[config.mk]
export PLATFORM = sky130hd
export DESIGN_NAME = ocbrl_ctrl
export DESIGN_NICKNAME = d
export VERILOG_FILES = /design/src/rtl/core/ocbrl_pkg.sv /design/src/rtl/core/ocbrl_ctrl.sv
export SDC_FILE = /design/constraint.sdc
export NUM_CORES = 1
export LEC_CHECK = 0
export BUFFER_PORTS_ARGS = -buffer_cell sky130_fd_sc_hd__buf_2
export CORE_AREA = 2 2 39 41
export DETAILED_ROUTE_END_ITERATION = 10
export DIE_AREA = 0 0 41 43
export PLACE_DENSITY_LB_ADDON = 0.08
export SYNTH_ARGS = -nofsm -noshare
export SYNTH_HDL_FRONTEND = slang
export SYNTH_SLANG_ARGS = --single-unit
[constraint.sdc]
create_clock -name clk_i -period 1.1 [get_ports clk_i]
set_input_delay 0.055 -clock clk_i [delete_from_list [all_inputs] [get_ports clk_i]]
set_output_delay 0.055 -clock clk_i [all_outputs]
set_load 0.02 [all_outputs]
[src/rtl/core/ocbrl_pkg.sv]
// ----------------------------------------------------------------------------
// ocbrl_pkg
// shared types and constants of the offset cursor byte ring log
// ----------------------------------------------------------------------------
`default_nettype none

package ocbrl_pkg;

  localparam int RingBytesDef = 4096;
  localparam int MaxReadDef   = 64;

  localparam int DataW = 8;
  localparam int OffW  = 64;
  localparam int LimW  = 7;
  localparam int UsedW = 13;

  // operation codes
  localparam logic OpAppend = 1'b0;
  localparam logic OpRead   = 1'b1;

  typedef enum logic [2:0] {
    S_IDLE,
    S_CLAMP,
    S_COUNT,
    S_SUM,
    S_EMPTY,
    S_STREAM
  } state_e;

  // controller to datapath
  typedef struct packed {
    logic app;
    logic rd_acc;
    logic clamp;
    logic count;
    logic sum;
    logic issue;
    logic ld_byte;
    logic ld_empty;
  } cmd_t;

  // datapath to controller
  typedef struct packed {
    logic cnt_zero;
    logic rem_zero;
    logic rv;
    logic out_free;
    logic last_left;
  } sts_t;

endpackage

`default_nettype wire

[src/rtl/core/ocbrl_ctrl.sv]
// ----------------------------------------------------------------------------
// ocbrl_ctrl
// sequencer for appends, read window setup and byte streaming
// ----------------------------------------------------------------------------
`default_nettype none

module ocbrl_ctrl (
  input  wire logic             clk_i,
  input  wire logic             rst_ni,
  input  wire logic             in_valid_i,
  input  wire logic             operation_i,
  output      logic             in_stall_o,
  input  wire ocbrl_pkg::sts_t  sts_i,
  output      ocbrl_pkg::cmd_t  cmd_o
);
  import ocbrl_pkg::*;

  state_e state_q, state_d;
  logic   acc;

  assign acc = in_valid_i && (state_q == S_IDLE);

  always_ff @(posedge clk_i or negedge rst_ni) begin
    if (!rst_ni) begin
      state_q <= S_IDLE;
    end else begin
      state_q <= state_d;
    end
  end

  // next state
  always_comb begin
    state_d = state_q;
    unique case (state_q)
      S_IDLE: begin
        if (acc && (operation_i == OpRead)) begin
          state_d = S_CLAMP;
        end
      end
      S_CLAMP: state_d = S_COUNT;
      S_COUNT: state_d = S_SUM;
      S_SUM: begin
        state_d = sts_i.cnt_zero ? S_EMPTY : S_STREAM;
      end
      S_EMPTY: begin
        if (sts_i.out_free) begin
          state_d = S_IDLE;
        end
      end
      S_STREAM: begin
        if (sts_i.rv && sts_i.out_free && sts_i.last_left) begin
          state_d = S_IDLE;
        end
      end
      default: state_d = S_IDLE;
    endcase
  end

  // outputs
  always_comb begin
    cmd_o      = '0;
    in_stall_o = 1'b1;
    unique case (state_q)
      S_IDLE: begin
        in_stall_o   = 1'b0;
        cmd_o.app    = acc && (operation_i == OpAppend);
        cmd_o.rd_acc = acc && (operation_i == OpRead);
      end
      S_CLAMP: cmd_o.clamp = 1'b1;
      S_COUNT: cmd_o.count = 1'b1;
      S_SUM:   cmd_o.sum   = 1'b1;
      S_EMPTY: cmd_o.ld_empty = sts_i.out_free;
      S_STREAM: begin
        cmd_o.issue   = !sts_i.rem_zero && (!sts_i.rv || sts_i.out_free);
        cmd_o.ld_byte = sts_i.rv && sts_i.out_free;
      end
      default: cmd_o = '0;
    endcase
  end

endmodule

`default_nettype wire

==> run_summary.xml, run 1 <==
<?xml version="1.0" encoding="UTF-8"?>
<metrics>
  <group name="clock_tree">
    <metric name="ctsRootBufferMaster" unit="">sky130_fd_sc_hd__clkbuf_4</metric>
    <metric name="max-clock-path-buffers" unit="">2</metric>
    <metric name="worstSkewPairLatency" unit="ns">0.23</metric>
    <metric name="cts_tree" unit="">done</metric>
    <metric name="cts-buffers-inserted" unit="">3</metric>
    <metric name="cts.clk_slew.worst_paths" unit="ns">0.04</metric>
    <metric name="cts.sinks" unit="">3</metric>
    <metric name="cts_htree_levels" unit="">1</metric>
  </group>
  <group name="drt">
    <metric name="drt_iter0_drc" unit="">2</metric>
    <metric name="wl_per_cell" unit="um">10.5</metric>
    <metric name="totalWireLength" unit="um">757</metric>
    <metric name="post_drt_via_cell_ratio" unit="">4.21</metric>
    <metric name="detail_route.first_pass.iterations" unit="">2</metric>
    <metric name="dr_vias" unit="">303</metric>
    <metric name="detail_route.drc_violations" unit="">0</metric>
    <metric name="number_of_nets_with_antenna_violations_after_detailed_routing" unit="">0</metric>
  </group>
  <group name="cells_and_area">
    <metric name="finish.instance_area" unit="um2">520</metric>
    <metric name="fillCellCount" unit="">157</metric>
    <metric name="area_of_combinational_cells_with_multiple_inputs" unit="um2">188</metric>
    <metric name="drive_above_1_share" unit="%">69.6</metric>
    <metric name="layout.area.seq" unit="um2">78.8</metric>
    <metric name="finalNonFillerCells" unit="">72</metric>
    <metric name="top_register" unit="">state_q</metric>
    <metric name="n_antenna_cell" unit="">0</metric>
    <metric name="design.final.nets" unit="">66</metric>
    <metric name="largest_register_ff_count" unit="">3</metric>
    <metric name="biggestRegsByFlops" unit="">state_q x3</metric>
    <metric name="area_growth_syn_to_layout" unit="%">114</metric>
  </group>
  <group name="global_routing">
    <metric name="number_of_global_route_vias_before_repair" unit="">317</metric>
    <metric name="top_usage_layer_grt" unit="">met2</metric>
    <metric name="globalRouteMet3Util" unit="%">4.71</metric>
    <metric name="gr-usage-met1" unit="%">12.9</metric>
    <metric name="grt_pass1_wl" unit="mm">1.31</metric>
    <metric name="globalRouteOverflowTotal" unit="">0</metric>
    <metric name="grt_resource_usage_total" unit="%">11.1</metric>
    <metric name="antenna_violations_before_repair" unit="">0</metric>
    <metric name="grt_start_max_net_pins" unit="">8</metric>
    <metric name="globalRouteMet2Util" unit="%">16.3</metric>
  </group>
  <group name="critical_path">
    <metric name="critical_path.max_fanout" unit="">6</metric>
    <metric name="r2r-start" unit="">state_q[0]</metric>
    <metric name="critical_path.endpoint" unit="">cmd_o[2]</metric>
    <metric name="r2r_setup_slack" unit="ns">0</metric>
    <metric name="critical_path.startpoint_type" unit="">register</metric>
    <metric name="worst_ep_required_time" unit="ns">1.04</metric>
    <metric name="rr_endpoint" unit="">state_q[1]</metric>
    <metric name="cp_cell_sequence" unit="">nand3b_1, nor3_2, buf_4</metric>
    <metric name="category_of_the_most_critical_setup_path" unit="">register to primary output</metric>
    <metric name="worst_path_largest_cell_delay" unit="ns">0.44</metric>
    <metric name="critical_path.slowest_cell" unit="">sky130_fd_sc_hd__dfrtp_2</metric>
    <metric name="worst_r2r_path_depth" unit="">3</metric>
    <metric name="setup.worst_path.end_class" unit="">primary output</metric>
    <metric name="cp-startpoint" unit="">state_q[1]</metric>
    <metric name="critical_path_arrival" unit="ns">1.23</metric>
  </group>
  <group name="place">
    <metric name="io_buffer_count" unit="">17</metric>
    <metric name="placedInstanceArea" unit="um2">359</metric>
    <metric name="place_inst" unit="">62</metric>
    <metric name="finalWeightedCongestion" unit="">0.655</metric>
    <metric name="place_hpwl" unit="um">518</metric>
  </group>
  <group name="logic_synthesis">
    <metric name="ys_top_cells_by_area" unit="">sky130_fd_sc_hd__dfrtp_1 (31%), sky130_fd_sc_hd__nand2_1 (7.7%), sky130_fd_sc_hd__and3_1 (5.2%), sky130_fd_sc_hd__and4bb_2 (5.2%), sky130_fd_sc_hd__nor3b_2 (5.2%)</metric>
    <metric name="yosys.area_share.simple" unit="%">45.4</metric>
    <metric name="yosysWarningCount" unit="">0</metric>
    <metric name="synth_compound_gate_area_share" unit="%">15.5</metric>
    <metric name="synth-xor-area-share" unit="%">0</metric>
    <metric name="number_of_distinct_standard_cells_referenced_by_the_synthesized_netlist" unit="">20</metric>
    <metric name="synth_adder_area_share" unit="%">0</metric>
    <metric name="synth.yosys.seq_area_share" unit="%">30.9</metric>
    <metric name="mappedNetlistArea" unit="um2">243</metric>
    <metric name="synthMostInstantiatedCell" unit="">sky130_fd_sc_hd__nand2_1</metric>
    <metric name="synth_top_family_by_area" unit="">simple AND/OR/NAND/NOR gates</metric>
    <metric name="instance_count_of_the_mapped_netlist" unit="">29</metric>
    <metric name="syn_nets" unit="">38</metric>
    <metric name="synth_async_sr_flop_share" unit="%">100</metric>
    <metric name="postSynth.topFlopCell" unit="">sky130_fd_sc_hd__dfrtp_1</metric>
    <metric name="synth_top_area_cell" unit="">sky130_fd_sc_hd__dfrtp_1</metric>
    <metric name="synth.mux.area_fraction" unit="%">0</metric>
    <metric name="synth.avg_cell_area" unit="um2">8.37</metric>
    <metric name="ys_ff_latch" unit="">3</metric>
    <metric name="synth_enable_flop_cells" unit="">0</metric>
    <metric name="most_used_standard_cells_in_the_synthesized_netlist" unit="">sky130_fd_sc_hd__nand2_1 (5), sky130_fd_sc_hd__dfrtp_1 (3), sky130_fd_sc_hd__nor2_1 (3)</metric>
    <metric name="post-synth-top-area-fraction" unit="%">30.9</metric>
  </group>
  <group name="timing">
    <metric name="final_critical_path_setup_slack" unit="ns">-0.180</metric>
    <metric name="final.min_clock_period" unit="ns">1.28</metric>
    <metric name="final-max-slew-violation-count" unit="">0</metric>
    <metric name="final_setup_skew" unit="ns">0.00206</metric>
    <metric name="grt_setup_unrepaired" unit="">yes</metric>
    <metric name="max_clock_freq" unit="MHz">781</metric>
    <metric name="timing.final.crit_share" unit="%">116</metric>
    <metric name="worstMarginPinSlew" unit="ns">0.172</metric>
    <metric name="final-hold-violation-count" unit="">0</metric>
    <metric name="report.final.setup_viol" unit="">10</metric>
    <metric name="timing.slew.headroom" unit="%">88.5</metric>
  </group>
  <group name="floorplanning">
    <metric name="placement_rows" unit="">14</metric>
    <metric name="floorplan.die.width" unit="um">41</metric>
    <metric name="core" unit="um2">1380</metric>
    <metric name="initial_utilization" unit="%">17.5</metric>
    <metric name="die-area" unit="um2">1760</metric>
    <metric name="pin_count" unit="">18</metric>
    <metric name="die_height" unit="um">43</metric>
  </group>
  <group name="job">
    <metric name="maxcap_violations" unit="">0</metric>
  </group>
  <group name="outcome">
    <metric name="status" unit="">finished, violations left</metric>
    <metric name="violations_in_the_final_reports" unit="">negative setup slack</metric>
  </group>
  <group name="worst_hold_path">
    <metric name="timing.hold.worst.class" unit="">primary input to asynchronous set/reset pin</metric>
  </group>
  <group name="power_and_ir_drop">
    <metric name="p_per_area" unit="nW/um2">2790</metric>
    <metric name="vdd_drop_max" unit="uV">1280</metric>
    <metric name="power_leakage" unit="uW">0.000253</metric>
  </group>
</metrics>
routing by layer:
layer / routed length (um) / vias to the layer above / part of all wire, %
met5: 0 / - / 0
met3: 44 / 0 / 5.8
met1: 335 / 140 / 44
met4: 0 / 0 / 0
li1: - / 153 / -
met2: 377 / 10 / 50
logic make-up (layout without fill, tap and decap cells):
logic type	count (synthesis)	after routing
DFF	3	3
and+or+nand+nor	18	18
AOI/OAI and AO/OA	5	5
buffers and inverters	3	30
worst max-delay path, delay by kind of cell, from the launching register on:
| kind | cells | cell delay (ns) |
|---|---|---|
| buffers and inverters | 1 | 0.16 |
| DFF | 1 | 0.44 |
| and+or+nand+nor | 2 | 0.39 |
worst min path at each step:
stage / to
2_1_floorplan: state_q[0]
3_3_place_gp: state_q[1]
3_5_place_dp: state_q[2]
4_1_cts: state_q[0]
5_1_grt: state_q[0]
6_report: state_q[0]
final cells by class:
class                      instances  share of cell area, %
inverter                           1                  0.721
timing repair buffer              25                   39.2
clock buffer                       4                   5.05
tap                               16                   3.85
multi-input combinational         23                   36.1
sequential                         3                   15.1
repair_timing:
item                                    CTS  global route
endpoints found under the setup margin    9            10
gates resized for setup                  23             4
hold buffers                              1             0
pin swaps                                 5             3
setup buffers                             5             0
hold endpoints to repair                  3             0
report_power, final:
group / total (uW) / leakage, uW / internal [uW] / switching, uW
Combinational: 964 / 0.000203 / 552 / 411
Clock: 199 / 0.0000150 / 136 / 62.7
Sequential: 287 / 0.0000342 / 176 / 111
placed cells by master (no fill, tap or decap):
master	netlist	routed
sky130_fd_sc_hd__a21bo_1	1	1
sky130_fd_sc_hd__a21o_1	1	1
sky130_fd_sc_hd__a21oi_1	1	1
sky130_fd_sc_hd__a2bb2oi_1	1	1
sky130_fd_sc_hd__and3_1	2	1
sky130_fd_sc_hd__and3_4	0	1
sky130_fd_sc_hd__and4bb_2	1	1
sky130_fd_sc_hd__buf_2	0	8
sky130_fd_sc_hd__buf_4	0	7
sky130_fd_sc_hd__buf_6	1	9
sky130_fd_sc_hd__clkbuf_1	0	1
sky130_fd_sc_hd__clkbuf_4	0	3
sky130_fd_sc_hd__dfrtp_2	0	3
sky130_fd_sc_hd__dlygate4sd3_1	0	1
sky130_fd_sc_hd__inv_1	1	1
sky130_fd_sc_hd__nand2_1	5	4
sky130_fd_sc_hd__nand2_2	0	1
sky130_fd_sc_hd__nand3b_1	1	1
sky130_fd_sc_hd__nor2_1	3	1
sky130_fd_sc_hd__nor2_2	0	1
sky130_fd_sc_hd__nor2_4	0	1
sky130_fd_sc_hd__nor2b_1	1	1
sky130_fd_sc_hd__nor3_2	1	1
sky130_fd_sc_hd__nor3_4	0	1
sky130_fd_sc_hd__nor3b_2	1	1
sky130_fd_sc_hd__nor3b_4	0	1
sky130_fd_sc_hd__o22ai_1	1	1
sky130_fd_sc_hd__or2_1	1	1
per-stage QoR:
step	TNS (ns)	total power (uW)	utilization (%)	hold slack, ns	setup WS, ns
final	-1.22	1450	37.6	0.149	-0.180
after global routing	-1.82	1550	37.6	0.169	-0.269
after CTS	-1.38	1400	36.3	0.137	-0.198
after detailed placement	0	853	25.9	-0.145	0.00782
after global placement	0	845	25.9	-0.147	0.0408
after floorplan	0	681	-	-0.241	0.00350
No activity file was read; power rests on OpenSTA's default activity.
==> inputs of run 2 (changes only) <==
--- a/config.mk
+++ b/config.mk
@@ -6,6 +6,7 @@
 export NUM_CORES = 1
 export LEC_CHECK = 0
 export BUFFER_PORTS_ARGS = -buffer_cell sky130_fd_sc_hd__buf_2
+export CAP_MARGIN = 15
 export CORE_AREA = 2 2 39 41
 export DETAILED_ROUTE_END_ITERATION = 10
 export DIE_AREA = 0 0 41 43
==> constraint.sdc (replaced) <==
create_clock -name clk_i -period 1.03 [get_ports clk_i]
set_input_delay 0.0515 -clock clk_i [delete_from_list [all_inputs] [get_ports clk_i]]
set_output_delay 0.0515 -clock clk_i [all_outputs]
set_load 0.02 [all_outputs]
==> run_summary.xml, run 2 (synthesis results as in run 1) <==
<?xml version="1.0" encoding="UTF-8"?>
<metrics>
  <group name="outcome">
    <metric name="status" unit="">finished, violations left</metric>
    <metric name="violations_in_the_final_reports" unit="">negative setup slack</metric>
  </group>
  <group name="worst_hold_path">
    <metric name="timing.hold.worst.class" unit="">primary input to asynchronous set/reset pin</metric>
  </group>
  <group name="global_routing">
    <metric name="grt_pass1_wl" unit="mm">1.26</metric>
    <metric name="grt_resource_usage_total" unit="%">10.9</metric>
    <metric name="number_of_global_route_vias_before_repair" unit="">319</metric>
    <metric name="globalRouteOverflowTotal" unit="">0</metric>
    <metric name="grt_start_max_net_pins" unit="">8</metric>
    <metric name="antenna_violations_before_repair" unit="">0</metric>
  </group>
  <group name="timing">
    <metric name="final_setup_skew" unit="ns">0.000628</metric>
    <metric name="final-hold-violation-count" unit="">0</metric>
    <metric name="final-max-slew-violation-count" unit="">0</metric>
    <metric name="timing.slew.headroom" unit="%">86.8</metric>
    <metric name="grt_setup_unrepaired" unit="">yes</metric>
    <metric name="worstMarginPinSlew" unit="ns">0.197</metric>
    <metric name="timing.final.crit_share" unit="%">128</metric>
    <metric name="final_critical_path_setup_slack" unit="ns">-0.291</metric>
    <metric name="max_clock_freq" unit="MHz">757</metric>
    <metric name="final.min_clock_period" unit="ns">1.32</metric>
    <metric name="report.final.setup_viol" unit="">12</metric>
  </group>
  <group name="cells_and_area">
    <metric name="fillCellCount" unit="">148</metric>
    <metric name="design.final.nets" unit="">70</metric>
    <metric name="largest_register_ff_count" unit="">3</metric>
    <metric name="area_growth_syn_to_layout" unit="%">149</metric>
    <metric name="layout.cells.most_common_list" unit="">sky130_fd_sc_hd__buf_6 (11), sky130_fd_sc_hd__buf_2 (8), sky130_fd_sc_hd__buf_4 (8)</metric>
    <metric name="n_antenna_cell" unit="">0</metric>
    <metric name="drive_above_1_share" unit="%">76.7</metric>
    <metric name="top_register" unit="">state_q</metric>
    <metric name="finalNonFillerCells" unit="">76</metric>
    <metric name="biggestRegsByFlops" unit="">state_q x3</metric>
    <metric name="final_util" unit="%">43.7</metric>
    <metric name="layout.cells.most_common" unit="">sky130_fd_sc_hd__buf_6</metric>
  </group>
  <group name="place">
    <metric name="place_hpwl" unit="um">588</metric>
    <metric name="io_buffer_count" unit="">17</metric>
    <metric name="place_ws" unit="ns">-0.0833</metric>
    <metric name="place_inst" unit="">64</metric>
    <metric name="finalWeightedCongestion" unit="">0.657</metric>
  </group>
  <group name="drt">
    <metric name="dr_vias" unit="">324</metric>
    <metric name="detail_route.first_pass.iterations" unit="">2</metric>
    <metric name="totalWireLength" unit="um">862</metric>
    <metric name="wl_per_cell" unit="um">11.3</metric>
    <metric name="detail_route.drc_violations" unit="">0</metric>
    <metric name="number_of_nets_with_antenna_violations_after_detailed_routing" unit="">0</metric>
    <metric name="drt_iter0_drc" unit="">4</metric>
    <metric name="post_drt_via_cell_ratio" unit="">4.26</metric>
  </group>
  <group name="floorplanning">
    <metric name="core" unit="um2">1380</metric>
    <metric name="die-area" unit="um2">1760</metric>
    <metric name="initial_utilization" unit="%">17.5</metric>
    <metric name="placement_rows" unit="">14</metric>
    <metric name="floorplan.die.width" unit="um">41</metric>
    <metric name="pin_count" unit="">18</metric>
    <metric name="die_height" unit="um">43</metric>
  </group>
  <group name="critical_path">
    <metric name="setup.worst_path.end_class" unit="">primary output</metric>
    <metric name="worst_ep_required_time" unit="ns">0.98</metric>
    <metric name="critical_path_arrival" unit="ns">1.27</metric>
    <metric name="r2r-start" unit="">state_q[1]</metric>
    <metric name="critical_path.max_fanout" unit="">4</metric>
    <metric name="cp-startpoint" unit="">state_q[1]</metric>
    <metric name="category_of_the_most_critical_setup_path" unit="">register to primary output</metric>
    <metric name="critical_path.startpoint_type" unit="">register</metric>
  </group>
  <group name="clock_tree">
    <metric name="cts-buffers-inserted" unit="">3</metric>
    <metric name="cts.clk_slew.worst_paths" unit="ns">0.04</metric>
    <metric name="worstSkewPairLatency" unit="ns">0.23</metric>
    <metric name="ctsRootBufferMaster" unit="">sky130_fd_sc_hd__clkbuf_4</metric>
    <metric name="cts_tree" unit="">done</metric>
    <metric name="cts_htree_levels" unit="">1</metric>
    <metric name="cts.sinks" unit="">3</metric>
    <metric name="max-clock-path-buffers" unit="">2</metric>
  </group>
  <group name="power_and_ir_drop">
    <metric name="vdd_drop_max" unit="uV">1340</metric>
    <metric name="power_leakage" unit="uW">0.000283</metric>
    <metric name="power" unit="uW">1750</metric>
    <metric name="p_per_area" unit="nW/um2">2890</metric>
  </group>
  <group name="job">
    <metric name="maxcap_violations" unit="">0</metric>
  </group>
</metrics>
## run 2: final cells by class
cell class / instances / area [um2] / area share, %
Clock buffer: 4 / 26.3 / 4.35
Sequential cell: 3 / 78.8 / 13.0
Tap cell: 16 / 20.0 / 3.31
Multi-Input combinational cell: 23 / 221 / 36.6
Timing Repair Buffer: 29 / 254 / 42.0
Inverter: 1 / 3.75 / 0.621
## run 2: power breakdown
group / total, uW / switching [uW] / leakage, uW / internal, uW
registers: 293 / 105 / 0.0000342 / 188
clock network: 201 / 55.8 / 0.0000150 / 145
logic: 1250 / 532 / 0.000233 / 722
total: 1750 / 693 / 0.000283 / 1050
## run 2: what timing repair did
action,CTS,global route
pin swaps,5,8
hold buffers,1,0
resized for setup,17,12
buffers inserted,3,4
setup endpoints to repair,12,12
hold endpoints to repair,3,0
## run 2: per-layer routing
layer  wire [um]  vias up  track usage (%)
met1         332      146             14.9
met3          62        2             1.57
met4          13        0             10.0
met2         454       15             13.8
met5           0        -                0
li1            -      161                -
## run 2: worst max-delay path, cell delays in order, from the launching register on
cell	delay (ns)
sky130_fd_sc_hd__dfrtp_2	0.43
sky130_fd_sc_hd__nand3b_1	0.23
sky130_fd_sc_hd__buf_4	0.18
sky130_fd_sc_hd__nor2_4	0.08
sky130_fd_sc_hd__buf_6	0.12
## run 2: worst paths after layout
| check | endpoint | slack [ns] | depth (start not counted) |
|---|---|---|---|
| max | cmd_o[1] | -0.29 | 4 |
| min | state_q[1] | 0.15 | 2 |
| max reg2reg | state_q[0] | -0.23 | 5 |
| min reg2reg | state_q[0] | 0.56 | 1 |
| max in group asynchronous | state_q[2] | 0.76 | 2 |
| min in group clk_i | state_q[0] | 0.20 | 3 |
## run 2: through the flow
stage / TNS, ns / instance area [um2] / hold slack [ns]
3_3_place_gp: -0.212 / 407 / -0.152
6_report: -2.38 / 604 / 0.149
5_1_grt: -2.96 / 604 / 0.173
2_1_floorplan: -0.0474 / 290 / -0.244
4_1_cts: -2.24 / 518 / 0.144
3_5_place_dp: -0.290 / 407 / -0.151
